[src/rtl/hioc_pkg.sv]
// types and constants shared by the hard-iron offset calibrator
// no dependencies; compiled first
package hioc_pkg;

	// operation codes of an input item
	localparam logic [1:0] OP_START  = 2'd0;
	localparam logic [1:0] OP_SAMPLE = 2'd1;
	localparam logic [1:0] OP_TICK   = 2'd2;

	// configuration register indexes
	localparam int CFG_IDX_W = 1;
	localparam logic [CFG_IDX_W-1:0] REG_DURATION    = 1'd0;
	localparam logic [CFG_IDX_W-1:0] REG_MIN_SAMPLES = 1'd1;

	// register reset values
	localparam logic [31:0] DURATION_RESET    = 32'd10000;
	localparam logic [15:0] MIN_SAMPLES_RESET = 16'd20;

	// extremes a cleared window starts from
	localparam logic signed [15:0] AXIS_MIN_RESET = 16'sh7FFF;
	localparam logic signed [15:0] AXIS_MAX_RESET = 16'sh8000;

	localparam int SAMPLES_W = 24;
	localparam int AXES      = 3;

	typedef struct packed {
		logic [1:0]         op;
		logic signed [15:0] sample_x;
		logic signed [15:0] sample_y;
		logic signed [15:0] sample_z;
		logic               sample_ok;
	} item_t;

	typedef struct packed {
		logic                 success;
		logic signed [15:0]   offset_x;
		logic signed [15:0]   offset_y;
		logic signed [15:0]   offset_z;
		logic [SAMPLES_W-1:0] samples_taken;
	} result_t;

	typedef struct packed {
		logic [CFG_IDX_W-1:0] index;
		logic [31:0]          value;
	} cfg_t;

	// per-axis tracker control
	typedef struct packed {
		logic clear;
		logic update;
	} axis_ctl_t;

endpackage

[src/rtl/hioc_chan_if.sv]
// valid/ready channel carrying one payload beat
// payload type is set by the instantiating level
interface hioc_chan_if #(
	parameter type T = logic
);
	logic valid;
	logic ready;
	T     data;

	modport source (output valid, output data, input ready);
	modport sink (input valid, input data, output ready);
endinterface

[src/rtl/hard_iron_offset_calibrator_core.sv]
// a result is registered in the result register when the beat that closes the window leaves the input register
// throughput: one item per cycle; only a held result with a stalled sink stops intake
// the input register and the result register part the two channels
// reset: asynchronous, active low; window closed, extremes and count cleared,
// saved offsets zero, duration 10000 ticks, minimum samples 20
module hard_iron_offset_calibrator_core #(
	parameter int COUNT_BITS = 24
) (
	input  logic        clk,
	input  logic        arst_n,
	hioc_chan_if.sink   item,
	hioc_chan_if.source result,
	hioc_chan_if.sink   cfg
);
	import hioc_pkg::*;

	logic                  valid_s1;
	item_t                 item_s1;
	logic                  out_valid_q;
	result_t               out_data_q;
	logic [31:0]           duration_q;
	logic [15:0]           min_samples_q;
	logic                  advance;
	logic                  has_result;
	result_t               res;
	axis_ctl_t             axis_ctl;
	logic [AXES-1:0][15:0] axis_off;
	item_t                 item_in;
	cfg_t                  cfg_in;

	assign item_in = item.data;
	assign cfg_in  = cfg.data;

	// configuration writes
	assign cfg.ready = 1'b1;

	always_ff @(posedge clk or negedge arst_n) begin
		if (!arst_n) begin
			duration_q    <= DURATION_RESET;
			min_samples_q <= MIN_SAMPLES_RESET;
		end else if (cfg.valid) begin
			case (cfg_in.index)
				REG_DURATION:    duration_q    <= cfg_in.value;
				REG_MIN_SAMPLES: min_samples_q <= cfg_in.value[15:0];
				default: ;
			endcase
		end
	end

	// stage 1 moves on unless its result has nowhere to go
	assign advance    = !has_result || !out_valid_q || result.ready;
	assign item.ready = !valid_s1 || advance;

	// input register
	always_ff @(posedge clk or negedge arst_n) begin
		if (!arst_n) begin
			valid_s1 <= 1'b0;
		end else if (item.valid && item.ready) begin
			valid_s1 <= 1'b1;
		end else if (advance) begin
			valid_s1 <= 1'b0;
		end
	end

	always_ff @(posedge clk) begin
		if (item.valid && item.ready) begin
			item_s1 <= item_in;
		end
	end

	// per-axis trackers
	hioc_axis u_axis_x (
		.clk    (clk),
		.arst_n (arst_n),
		.ctl    (axis_ctl),
		.sample (item_s1.sample_x),
		.offset (axis_off[0])
	);

	hioc_axis u_axis_y (
		.clk    (clk),
		.arst_n (arst_n),
		.ctl    (axis_ctl),
		.sample (item_s1.sample_y),
		.offset (axis_off[1])
	);

	hioc_axis u_axis_z (
		.clk    (clk),
		.arst_n (arst_n),
		.ctl    (axis_ctl),
		.sample (item_s1.sample_z),
		.offset (axis_off[2])
	);

	hioc_ctrl #(
		.COUNT_BITS (COUNT_BITS)
	) u_ctrl (
		.clk           (clk),
		.arst_n        (arst_n),
		.valid_s1      (valid_s1),
		.advance       (advance),
		.item_s1       (item_s1),
		.duration_q    (duration_q),
		.min_samples_q (min_samples_q),
		.axis_off      (axis_off),
		.axis_ctl      (axis_ctl),
		.has_result    (has_result),
		.res           (res)
	);

	// result register
	always_ff @(posedge clk or negedge arst_n) begin
		if (!arst_n) begin
			out_valid_q <= 1'b0;
		end else if (valid_s1 && advance && has_result) begin
			out_valid_q <= 1'b1;
		end else if (result.ready) begin
			out_valid_q <= 1'b0;
		end
	end

	always_ff @(posedge clk) begin
		if (valid_s1 && advance && has_result) begin
			out_data_q <= res;
		end
	end

	assign result.valid = out_valid_q;
	assign result.data  = out_data_q;

	// a blocked result beat holds the input side
	assert property (@(posedge clk) disable iff (!arst_n)
		(valid_s1 && has_result && out_valid_q && !result.ready) |-> !item.ready)
		else $error("input accepted while result beat blocked");

	// a pending result beat is never overwritten by a new one
	assert property (@(posedge clk) disable iff (!arst_n)
		(out_valid_q && !result.ready) |=> (out_valid_q && $stable(out_data_q)))
		else $error("result beat lost under backpressure");

endmodule

[src/rtl/hioc_axis.sv]
// running minimum and maximum of one axis, and the midpoint offset
// depends on hioc_pkg
module hioc_axis (
	input  logic                  clk,
	input  logic                  arst_n,
	input  hioc_pkg::axis_ctl_t   ctl,
	input  logic signed [15:0]    sample,
	output logic signed [15:0]    offset
);
	import hioc_pkg::*;

	logic signed [15:0] min_q;
	logic signed [15:0] max_q;
	logic signed [16:0] sum;
	logic signed [16:0] adj;

	// extremes update
	always_ff @(posedge clk or negedge arst_n) begin
		if (!arst_n) begin
			min_q <= AXIS_MIN_RESET;
			max_q <= AXIS_MAX_RESET;
		end else if (ctl.clear) begin
			min_q <= AXIS_MIN_RESET;
			max_q <= AXIS_MAX_RESET;
		end else if (ctl.update) begin
			if (sample < min_q) begin
				min_q <= sample;
			end
			if (sample > max_q) begin
				max_q <= sample;
			end
		end
	end

	// midpoint, rounded toward zero
	always_comb begin
		sum    = {min_q[15], min_q} + {max_q[15], max_q};
		adj    = sum + {16'b0, sum[16]};
		offset = adj[16:1];
	end

	// once a sample is seen the extremes are ordered
	assert property (@(posedge clk) disable iff (!arst_n)
		(min_q <= max_q) || (min_q == AXIS_MIN_RESET && max_q == AXIS_MAX_RESET))
		else $error("axis extremes out of order");

endmodule

[src/rtl/hioc_ctrl.sv]
// window control: open flag, elapsed ticks, sample count, saved offsets, result
// depends on hioc_pkg
module hioc_ctrl #(
	parameter int COUNT_BITS = 24
) (
	input  logic                             clk,
	input  logic                             arst_n,
	input  logic                             valid_s1,
	input  logic                             advance,
	input  hioc_pkg::item_t                  item_s1,
	input  logic [31:0]                      duration_q,
	input  logic [15:0]                      min_samples_q,
	input  logic [hioc_pkg::AXES-1:0][15:0]  axis_off,
	output hioc_pkg::axis_ctl_t              axis_ctl,
	output logic                             has_result,
	output hioc_pkg::result_t                res
);
	import hioc_pkg::*;

	localparam int CMP_W = (COUNT_BITS > 16) ? COUNT_BITS : 16;

	logic                        window_open_q;
	logic [31:0]                 elapsed_q;
	logic [COUNT_BITS-1:0]       count_q;
	logic [AXES-1:0][15:0]       saved_q;

	logic                        fire;
	logic                        is_start;
	logic                        is_sample;
	logic                        is_tick;
	logic [31:0]                 elapsed_inc;
	logic [COUNT_BITS-1:0]       count_used;
	logic                        enough;
	logic [AXES-1:0][15:0]       new_off;
	logic [AXES-1:0][15:0]       res_off;
	logic [SAMPLES_W-1:0]        taken;

	// decode of the beat in stage 1
	always_comb begin
		fire        = valid_s1 && advance;
		is_start    = item_s1.op == OP_START;
		is_sample   = window_open_q && item_s1.op == OP_SAMPLE && item_s1.sample_ok;
		is_tick     = window_open_q && item_s1.op == OP_TICK;
		elapsed_inc = (elapsed_q == '1) ? elapsed_q : elapsed_q + 32'd1;
		has_result  = valid_s1 && ((is_start && duration_q == '0)
			|| (is_tick && elapsed_inc >= duration_q));
		count_used  = is_start ? '0 : count_q;
		enough      = CMP_W'(count_used) >= CMP_W'(min_samples_q);
		axis_ctl.clear  = fire && is_start;
		axis_ctl.update = fire && is_sample;
	end

	// a cleared window always has a zero midpoint
	always_comb begin
		for (int a = 0; a < AXES; a++) begin
			new_off[a] = is_start ? 16'd0 : axis_off[a];
			res_off[a] = enough ? new_off[a] : saved_q[a];
		end
	end

	// samples_taken saturates at its field width
	generate
		if (COUNT_BITS > SAMPLES_W) begin : g_sat
			assign taken = (|count_used[COUNT_BITS-1:SAMPLES_W]) ? '1
				: count_used[SAMPLES_W-1:0];
		end else begin : g_ext
			assign taken = SAMPLES_W'(count_used);
		end
	endgenerate

	always_comb begin
		res.success       = enough;
		res.offset_x      = res_off[0];
		res.offset_y      = res_off[1];
		res.offset_z      = res_off[2];
		res.samples_taken = taken;
	end

	// window state
	always_ff @(posedge clk or negedge arst_n) begin
		if (!arst_n) begin
			window_open_q <= 1'b0;
			elapsed_q     <= '0;
			count_q       <= '0;
			saved_q       <= '0;
		end else if (fire) begin
			if (is_start) begin
				window_open_q <= !has_result;
				elapsed_q     <= '0;
				count_q       <= '0;
			end else if (is_sample) begin
				if (count_q != '1) begin
					count_q <= count_q + COUNT_BITS'(1);
				end
			end else if (is_tick) begin
				elapsed_q <= elapsed_inc;
				if (has_result) begin
					window_open_q <= 1'b0;
				end
			end
			if (has_result && enough) begin
				saved_q <= new_off;
			end
		end
	end

	// a finished window is closed afterward
	assert property (@(posedge clk) disable iff (!arst_n)
		(fire && has_result) |=> !window_open_q)
		else $error("window still open after result");

	// a start without result leaves a fresh open window
	assert property (@(posedge clk) disable iff (!arst_n)
		(fire && is_start && !has_result) |=> (window_open_q && elapsed_q == '0 && count_q == '0))
		else $error("start did not open a fresh window");

endmodule

[src/flat_wrapper.sv]
// flat-port wrapper written by rule: the top's interface ports become plain ports
module hard_iron_offset_calibrator_core_flat import hioc_pkg::*;
#(
	parameter int COUNT_BITS = 24
)
  (clk, arst_n, item_valid, item_data, item_ready, result_valid, result_data, result_ready, cfg_valid, cfg_data, cfg_ready);
  hioc_chan_if #(.T(item_t)) item_i ();
  hioc_chan_if #(.T(result_t)) result_i ();
  hioc_chan_if #(.T(cfg_t)) cfg_i ();
  input  logic clk;
  input  logic arst_n;
  input wire logic [$bits(item_i.valid)-1:0] item_valid;
  input wire logic [$bits(item_i.data)-1:0] item_data;
  output wire logic [$bits(item_i.ready)-1:0] item_ready;
  output wire logic [$bits(result_i.valid)-1:0] result_valid;
  output wire logic [$bits(result_i.data)-1:0] result_data;
  input wire logic [$bits(result_i.ready)-1:0] result_ready;
  input wire logic [$bits(cfg_i.valid)-1:0] cfg_valid;
  input wire logic [$bits(cfg_i.data)-1:0] cfg_data;
  output wire logic [$bits(cfg_i.ready)-1:0] cfg_ready;
  assign item_i.valid = item_valid;
  assign item_i.data = item_data;
  assign item_ready = item_i.ready;
  assign result_valid = result_i.valid;
  assign result_data = result_i.data;
  assign result_i.ready = result_ready;
  assign cfg_i.valid = cfg_valid;
  assign cfg_i.data = cfg_data;
  assign cfg_ready = cfg_i.ready;
  hard_iron_offset_calibrator_core #(.COUNT_BITS(COUNT_BITS)) u_core (.clk(clk), .arst_n(arst_n), .item(item_i), .result(result_i), .cfg(cfg_i));
endmodule
[config.mk]
export PLATFORM = sky130hd
export DESIGN_NAME = hard_iron_offset_calibrator_core_flat
export DESIGN_NICKNAME = d
export VERILOG_FILES = /design/src/rtl/hioc_pkg.sv /design/src/rtl/hioc_chan_if.sv /design/src/rtl/hard_iron_offset_calibrator_core.sv /design/src/rtl/hioc_axis.sv /design/src/rtl/hioc_ctrl.sv /design/src/flat_wrapper.sv
export SDC_FILE = /design/constraint.sdc
export NUM_CORES = 1
export LEC_CHECK = 0
export BUFFER_PORTS_ARGS = -buffer_cell sky130_fd_sc_hd__buf_2
export CAP_MARGIN = 20
export CORE_AREA = 2 2 205 207
export DETAILED_ROUTE_END_ITERATION = 12
export DIE_AREA = 0 0 207 209
export GPL_TIMING_DRIVEN = 1
export PLACE_DENSITY = 0.79
export SLEW_MARGIN = 20
export SYNTH_ARGS = -nofsm -noshare
export SYNTH_HDL_FRONTEND = slang
export SYNTH_SLANG_ARGS = --single-unit
[constraint.sdc]
create_clock -name clk -period 7.45 [get_ports clk]
set_input_delay 0.3725 -clock clk [delete_from_list [all_inputs] [get_ports clk]]
set_output_delay 0.3725 -clock clk [all_outputs]
set_load 0.005 [all_outputs]
==> results of run 1 <==
## layout make-up
type / instances / area [um^2] / share of cell area
flip-flops and latches: 375 / 10070 / 0.3874
clock inverters: 21 / 245.2 / 0.009431
inverters: 218 / 818.3 / 0.03147
repair buffers: 245 / 1642 / 0.06313
clock buffers: 56 / 1149 / 0.04417
multi-input cells: 1643 / 11400 / 0.4385
well taps: 539 / 674.4 / 0.02594
## placed cells by master, fill, tap and decap left out, types with 62 or more instances in the layout
master / instances
dfrtp_1: 196
dlygate4sd3_1: 62
edfxtp_1: 124
buf_2: 162
o21ai_0: 132
nor2_1: 102
ha_1: 194
inv_1: 217
a21oi_1: 110
nand2_1: 321
## cells by family after synthesis
logic type               share of synthesized area
AND/OR/NAND/NOR                             0.1598
AO/OA/AOI/OAI                               0.1446
flip-flops                                  0.4446
buffers and inverters                      0.05517
adder cells (fa/ha/maj)                     0.1098
XOR/XNOR                                   0.04175
multiplexers                               0.04412
other                                    0.0001655
## timing repair
| item | CTS | global route |
|---|---|---|
| setup buffers | 0 | 0 |
| endpoints found under the hold margin | 115 | 0 |
| hold buffers | 62 | 0 |
| endpoints found under the setup margin | 0 | 0 |
## worst reg2reg max path: cells and delay by family (launching register included)
kind                       cells  cell delay (ns)
AOI/OAI and AO/OA              6             1.31
adders and majority gates      2             0.51
DFF                            1             0.42
and+or+nand+nor               10             3.44
xor gates and xnor gates       1             0.15
## how the worst min path moves through the flow
stage | startpoint | end | slack, ns | cells after the start
finish | cfg_data[28] | u_core.duration_q[28] | 0.01 | 3
global route | item_data[0] | u_core.item_s1[0] | 0.01 | 1
CTS | cfg_data[28] | u_core.duration_q[28] | 0.0005 | 3
detailed placement | arst_n | u_core.min_samples_q[1] | 0.37 | 1
global placement | arst_n | u_core.duration_q[16] | 0.37 | 1
floorplan | arst_n | u_core.duration_q[0] | 0.08 | 0
## metal layers
metal  share of wire  up-vias  global-route usage
met5               0        -                   0
met4           0.038        0              0.1062
met3           0.056      112             0.04058
met2            0.48      517              0.4344
met1            0.43     8853              0.3431
li1                -     8645                   -
## sequential cells by signal, indices dropped and copies added (netlist names)
register and count:
u_core.duration_q 32, u_core.item_s1 51, u_core.min_samples_q 16, u_core.result.data 73, u_core.result.valid 1, u_core.u_axis_x.max_q 16
u_core.u_axis_x.min_q 16, u_core.u_axis_y.max_q 16, u_core.u_axis_y.min_q 16, u_core.u_axis_z.max_q 16, u_core.u_axis_z.min_q 16, u_core.u_ctrl.count_q 24
u_core.u_ctrl.elapsed_q 32, u_core.u_ctrl.saved_q 48, u_core.u_ctrl.window_open_q 1, u_core.valid_s1 1
## where the power goes
| part | switching, mW | internal (mW) | leakage (nW) |
|---|---|---|---|
| Clock | 0.861 | 1.26 | 0.665 |
| Sequential | 0.143 | 2.32 | 4.29 |
| Combinational | 1.43 | 0.963 | 7.21 |
## per-stage QoR
stage / area (um^2) / hold WS, ns / util
after global placement: 23940 / 0.3683 / 0.5798
after detailed placement: 23940 / 0.3694 / 0.5798
after floorplan: 22660 / 0.07691 / -
final: 26000 / 0.01418 / 0.6298
after global routing: 26000 / 0.01410 / 0.6298
after CTS: 25950 / 0.0005423 / 0.6286
==> run summary, run 1 <==
maximum operating frequency: 0.1687 GHz
maximum number of pins on one net before global-route repair: 95
worst setup slack after layout: 1.522 ns
number of cell rows: 75
count of final setup violators: 0
cell types with the highest counts after synthesis: 321 x nand2_1, 217 x inv_1, 196 x dfrtp_1
average cell area after synthesis: 9.732 um^2
Max FO, Critical Path: 33
final cell count without fillers: 3,097
DIE WIDTH: 207 um
Final Critical Period: 5.928 ns
Tcrit/Tclk final: 0.7957
Static Leakage: 12.17 nW
IO Port Bufs: 163
outcome: completed
number of optimization iterations in the first detailed-route pass: 5
post-synthesis net count: 2,614
cells along the critical path: ha_1, nand2_1, or2_1, or4_1, or2_1, nand2_1, nor2_1, and4_1, xor2_1, ha_1, a21o_1, nand3_1, a21oi_1, o31a_1, a31o_2, o21ai_4, nand3_1, or4_1, a21oi_1
Remaining Overflow, GRT: 0
Max H-tree Level: 2
layout net count: 2,811
synth warn: 0
worst reg2reg endpoint: u_core.u_ctrl.count_q[23]
Power Density: 268.4 nW/um^2
worst-case headroom to the max-slew limit: 0.2598
cell count after placement: 2,956
clock network latency to the later pin of the worst-skew pair: 0.58 ns
Worst setup EP type: register
Max Clock Skew: 0.01912 ns
Data arrival, critical path: 6.41 ns
predominant post-synthesis flop cell: dfrtp_1
most common cell in the synthesized netlist: nand2_1
synthesized cell area: 22,660 um^2
number of DRC violations after detailed-routing iteration 0: 1,324
share of the synthesized area in the top cell type: 0.2165
Crit. path cell count: 19
reg2reg start: u_core.u_ctrl.elapsed_q[0]
Worst-path clk slew: 0.06 ns
RSZ-0062 raised after global routing: no
slowest CP cell: nand3_1
crit path capture: u_core.u_ctrl.count_q[23]
post-layout power: 6.978 mW
final sum of negative setup slack: 0 ns
global-route wire length before repair: 91.87 mm
fill count: 3,292
worst voltage drop across the vdd grid: 0.0002021 V
number of buffers created by CTS: 42
max capacitance violation total: 0
clock tree from TritonCTS: yes
cell types with the largest area share after synthesis: dfrtp_1 22%, edfxtp_1 16%, ha_1 11%
number of max-slew violations in the final report: 0
per-cell via count in the routed design: 5.853
initial antenna violation count: 0
Synth Register Bits: 375
Hold Crit Class: primary input to register
die boundary height: 209 um
area of the core region: 41,290 um^2
initial standard-cell utilization of the core: 0.5487
source of the critical timing path: u_core.u_ctrl.elapsed_q[0]
total DRC errors in the routed layout: 0
number of placed I/O pins: 165
worst path buffer plus inverter count: 0
number of global-route vias before repair: 18,070
antenna cell count: 0
startpoint types: register
Worst Path Required: 7.93 ns
Bufs on Longest Clock Path: 3
number of instances in the synthesized netlist: 2,328
area overhead of the layout relative to synthesis: 14.77%
total routing usage reported by global routing: 0.2613
CTS sink cnt: 375
Worst-Margin Slew: 1.107 ns
max incr delay on CP: 0.84 ns
Die ar.: 43,260 um^2
number of distinct library cells after synthesis: 87
number of vias in the routed layout: 18,130
post-cts gate resize count: 0
internal reg-to-reg setup slack: 1.52 ns
worst setup path category: register to register
final hold vios: 0
antenna-violating nets left: 0
number of cell instances on the worst register-to-register path: 19
register area share after synthesis: 0.4446
Top Family by Delay on Critical Path: simple AND/OR/NAND/NOR gates
clk root buf: clkbuf_16
final routed wire length divided by cell count: 18.34 um
half-perimeter wire length of the detailed placement result: 41.23 mm
final wirelength: 56.81 mm
cell accounting for the most synthesized area: dfrtp_1
DP Worst Slack: 1.661 ns
EDFF count, synth: 124
share of flip-flops with an asynchronous set or reset: 0.6693
layout cells sized above 1: 0.1497
placer's final routability congestion estimate: 0.8878
No activity file was read; power rests on OpenSTA's default activity.
==> inputs of run 2 (changes only) <==
==> constraint.sdc (replaced) <==
create_clock -name clk -period 4.95 [get_ports clk]
set_input_delay 0.2475 -clock clk [delete_from_list [all_inputs] [get_ports clk]]
set_output_delay 0.2475 -clock clk [all_outputs]
set_load 0.005 [all_outputs]
==> run summary, run 2 (synthesized netlist as in run 1, its figures left out) <==
outcome: completed
Top Family by Delay on Critical Path: simple AND/OR/NAND/NOR gates
Placed Area: 24,330 um^2 (+1.6%)
placer's final routability congestion estimate: 0.9339 (+5.2%)
clock network latency to the later pin of the worst-skew pair: 0.58 ns (about the same)
Worst-path clk slew: 0.06 ns (about the same)
initial standard-cell utilization of the core: 0.5487 (unchanged)
Tcrit/Tclk final: 0.9734 (+0.1777)
number of optimization iterations in the first detailed-route pass: 6 (+1)
number of global-route vias before repair: 18,030 (-0.18%)
worst-case headroom to the max-slew limit: 0.4019 (+0.1420)
layout cells sized above 1: 0.1708 (+0.02107)
layout net count: 2,876 (+2.3%)
CTS sink cnt: 375 (unchanged)
Max FO, Critical Path: 27 (-18%)
worst setup path category: register to register
multi-input logic area: 11,510 um^2 (+0.99%)
Static Leakage: 12.50 nW (+2.8%)
number of placed I/O pins: 165 (unchanged)
half-perimeter wire length of the detailed placement result: 41.04 mm (-0.46%)
Worst Path Required: 5.39 ns (-2.54 ns)
Max Clock Skew: 0.02946 ns (+0.01034 ns)
cells along the critical path: ha_2, nand2_1, or2_1, or4_4, or2_4, nand2_1, nor2_1, and3_1, xor2_1, ha_1, nand4_1, a21oi_1, o31a_1, a31o_4, o21a_1, or4_1, buf_12, o21bai_1, a32o_1
number of flip-flops under the largest register name: 73 (unchanged)
highest-count cells in the layout ignoring fill and taps: 320 x nand2_1, 217 x inv_1, 194 x dfrtp_1, 193 x ha_1, 163 x buf_2
Data arrival, critical path: 5.26 ns (-1.15 ns)
Remaining Overflow, GRT: 0 (unchanged)
most common library cell in the layout ignoring fill and taps: nand2_1
Hold Crit Class: primary input to register
per-cell via count in the routed design: 5.849 (about the same)
cell count after placement: 2,989 (+1.1%)
final hold vios: 0 (unchanged)
number of buffers created by CTS: 42 (unchanged)
maximum number of pins on one net before global-route repair: 161 (+69%)
die boundary height: 209 um (unchanged)
count of final setup violators: 0 (unchanged)
Bufs on Longest Clock Path: 3 (unchanged)
number of DRC violations after detailed-routing iteration 0: 1,416 (+6.9%)
total routing usage reported by global routing: 0.2625 (+0.001279)
DP Worst Slack: -0.06110 ns (-1.722 ns)
final wirelength: 57.71 mm (+1.6%)
slowest CP cell: or4_1
DIE WIDTH: 207 um (unchanged)
clock tree from TritonCTS: yes
number of vias in the routed layout: 18,500 (+2.0%)
met1 wire length: 24.41 mm (+0.19%)
Max H-tree Level: 2 (unchanged)
max capacitance violation total: 0 (unchanged)
worst setup slack after layout: 0.1317 ns (-1.391 ns)
total length of routed met3 wires: 3.784 mm (+19%)
area overhead of the layout relative to synthesis: 18.05%
final sum of negative setup slack: 0 ns (unchanged)
initial antenna violation count: 2 (+2)
number of max-slew violations in the final report: 0 (unchanged)
area of all placed cells without fillers: 26,750 um^2 (+2.9%)
worst voltage drop across the vdd grid: 0.0002634 V (+30%)
Power Density: 395.1 nW/um^2 (+47%)
clk root buf: clkbuf_16
total DRC errors in the routed layout: 0 (unchanged)
Final Critical Period: 4.818 ns (-1.109 ns)
final routed wire length divided by cell count: 18.25 um (-0.50%)
area of the core region: 41,290 um^2 (unchanged)
antenna-violating nets left: 0 (unchanged)
global-route wire length before repair: 92.93 mm (+1.1%)
crit-path most repeated cell: nand2_1
Worst setup EP type: register
fill count: 3,216 (-2.3%)
Die ar.: 43,260 um^2 (unchanged)
maximum operating frequency: 0.2075 GHz (+23%)
startpoint types: register
final cell count without fillers: 3,162 (+2.1%)
post-layout power: 10.57 mW (+51%)
IO Port Bufs: 163 (unchanged)
highest metal used: met4
metal2 WL: 27.02 mm (-0.41%)
post-route core utilization: 0.6478 (+0.01800)
antenna cell count: 0 (unchanged)
number of cell rows: 75 (unchanged)
max incr delay on CP: 0.52 ns (-0.32 ns)
Worst Hold Margin: 0.06317 ns (+0.04899 ns)
sequential cell area: 10,080 um^2 (about the same)
worst path buffer plus inverter count: 1 (+1)
Worst-Margin Slew: 0.8972 ns (-0.2095 ns)
-- run 2: cell type report --
| class | count | area share |
|---|---|---|
| Clock buffer | 56 | 0.04318 |
| Multi-Input combinational cell | 1643 | 0.4305 |
| Clock inverter | 21 | 0.008561 |
| Tap cell | 539 | 0.02522 |
| Sequential cell | 375 | 0.3767 |
| Inverter | 218 | 0.03060 |
| Timing Repair Buffer | 310 | 0.08524 |
-- run 2: routing by layer --
layer,up-vias,GRT usage
li1,8780,-
met2,651,0.4290
met5,-,0
met1,8918,0.3465
met3,146,0.04629
met4,0,0.1094
-- run 2: path summary, 6_finish.rpt --
kind / slack (ns) / startpoint / cells past startpoint / endpoint
min in group asynchronous: 0.28 / arst_n / 2 / u_core.u_axis_y.max_q[5]
hold / removal: 0.06 / cfg_data[32] / 4 / u_core.duration_q[9]
max in group asynchronous: 3.30 / arst_n / 3 / u_core.u_ctrl.elapsed_q[29]
setup / recovery: 0.13 / u_core.u_ctrl.elapsed_q[1] / 19 / u_core.u_ctrl.elapsed_q[1]
hold reg to reg: 0.48 / u_core.u_ctrl.saved_q[23] / 2 / u_core.u_ctrl.saved_q[23]
setup reg to reg: 0.13 / u_core.u_ctrl.elapsed_q[1] / 19 / u_core.u_ctrl.elapsed_q[1]
-- run 2: timing repair --
action	in CTS	in global routing
pin swaps	2	9
hold endpoints to repair	155	0
resized for setup	7	15
endpoints found under the setup margin	16	159
hold buffers	85	0
cloned	0	1
setup buffers	3	7
-- run 2: worst min-delay path: stages --
cell and delay, ns:
buf_2 0.11, nor2b_4 0.10, nand2_1 0.08, o21ai_0 0.07
-- run 2: report_power, final --
group	switching, mW	internal, mW	leakage [nW]
clock network	1.34	1.83	0.672
registers	0.218	3.49	4.28
logic	2.20	1.49	7.55
total	3.76	6.81	12.5
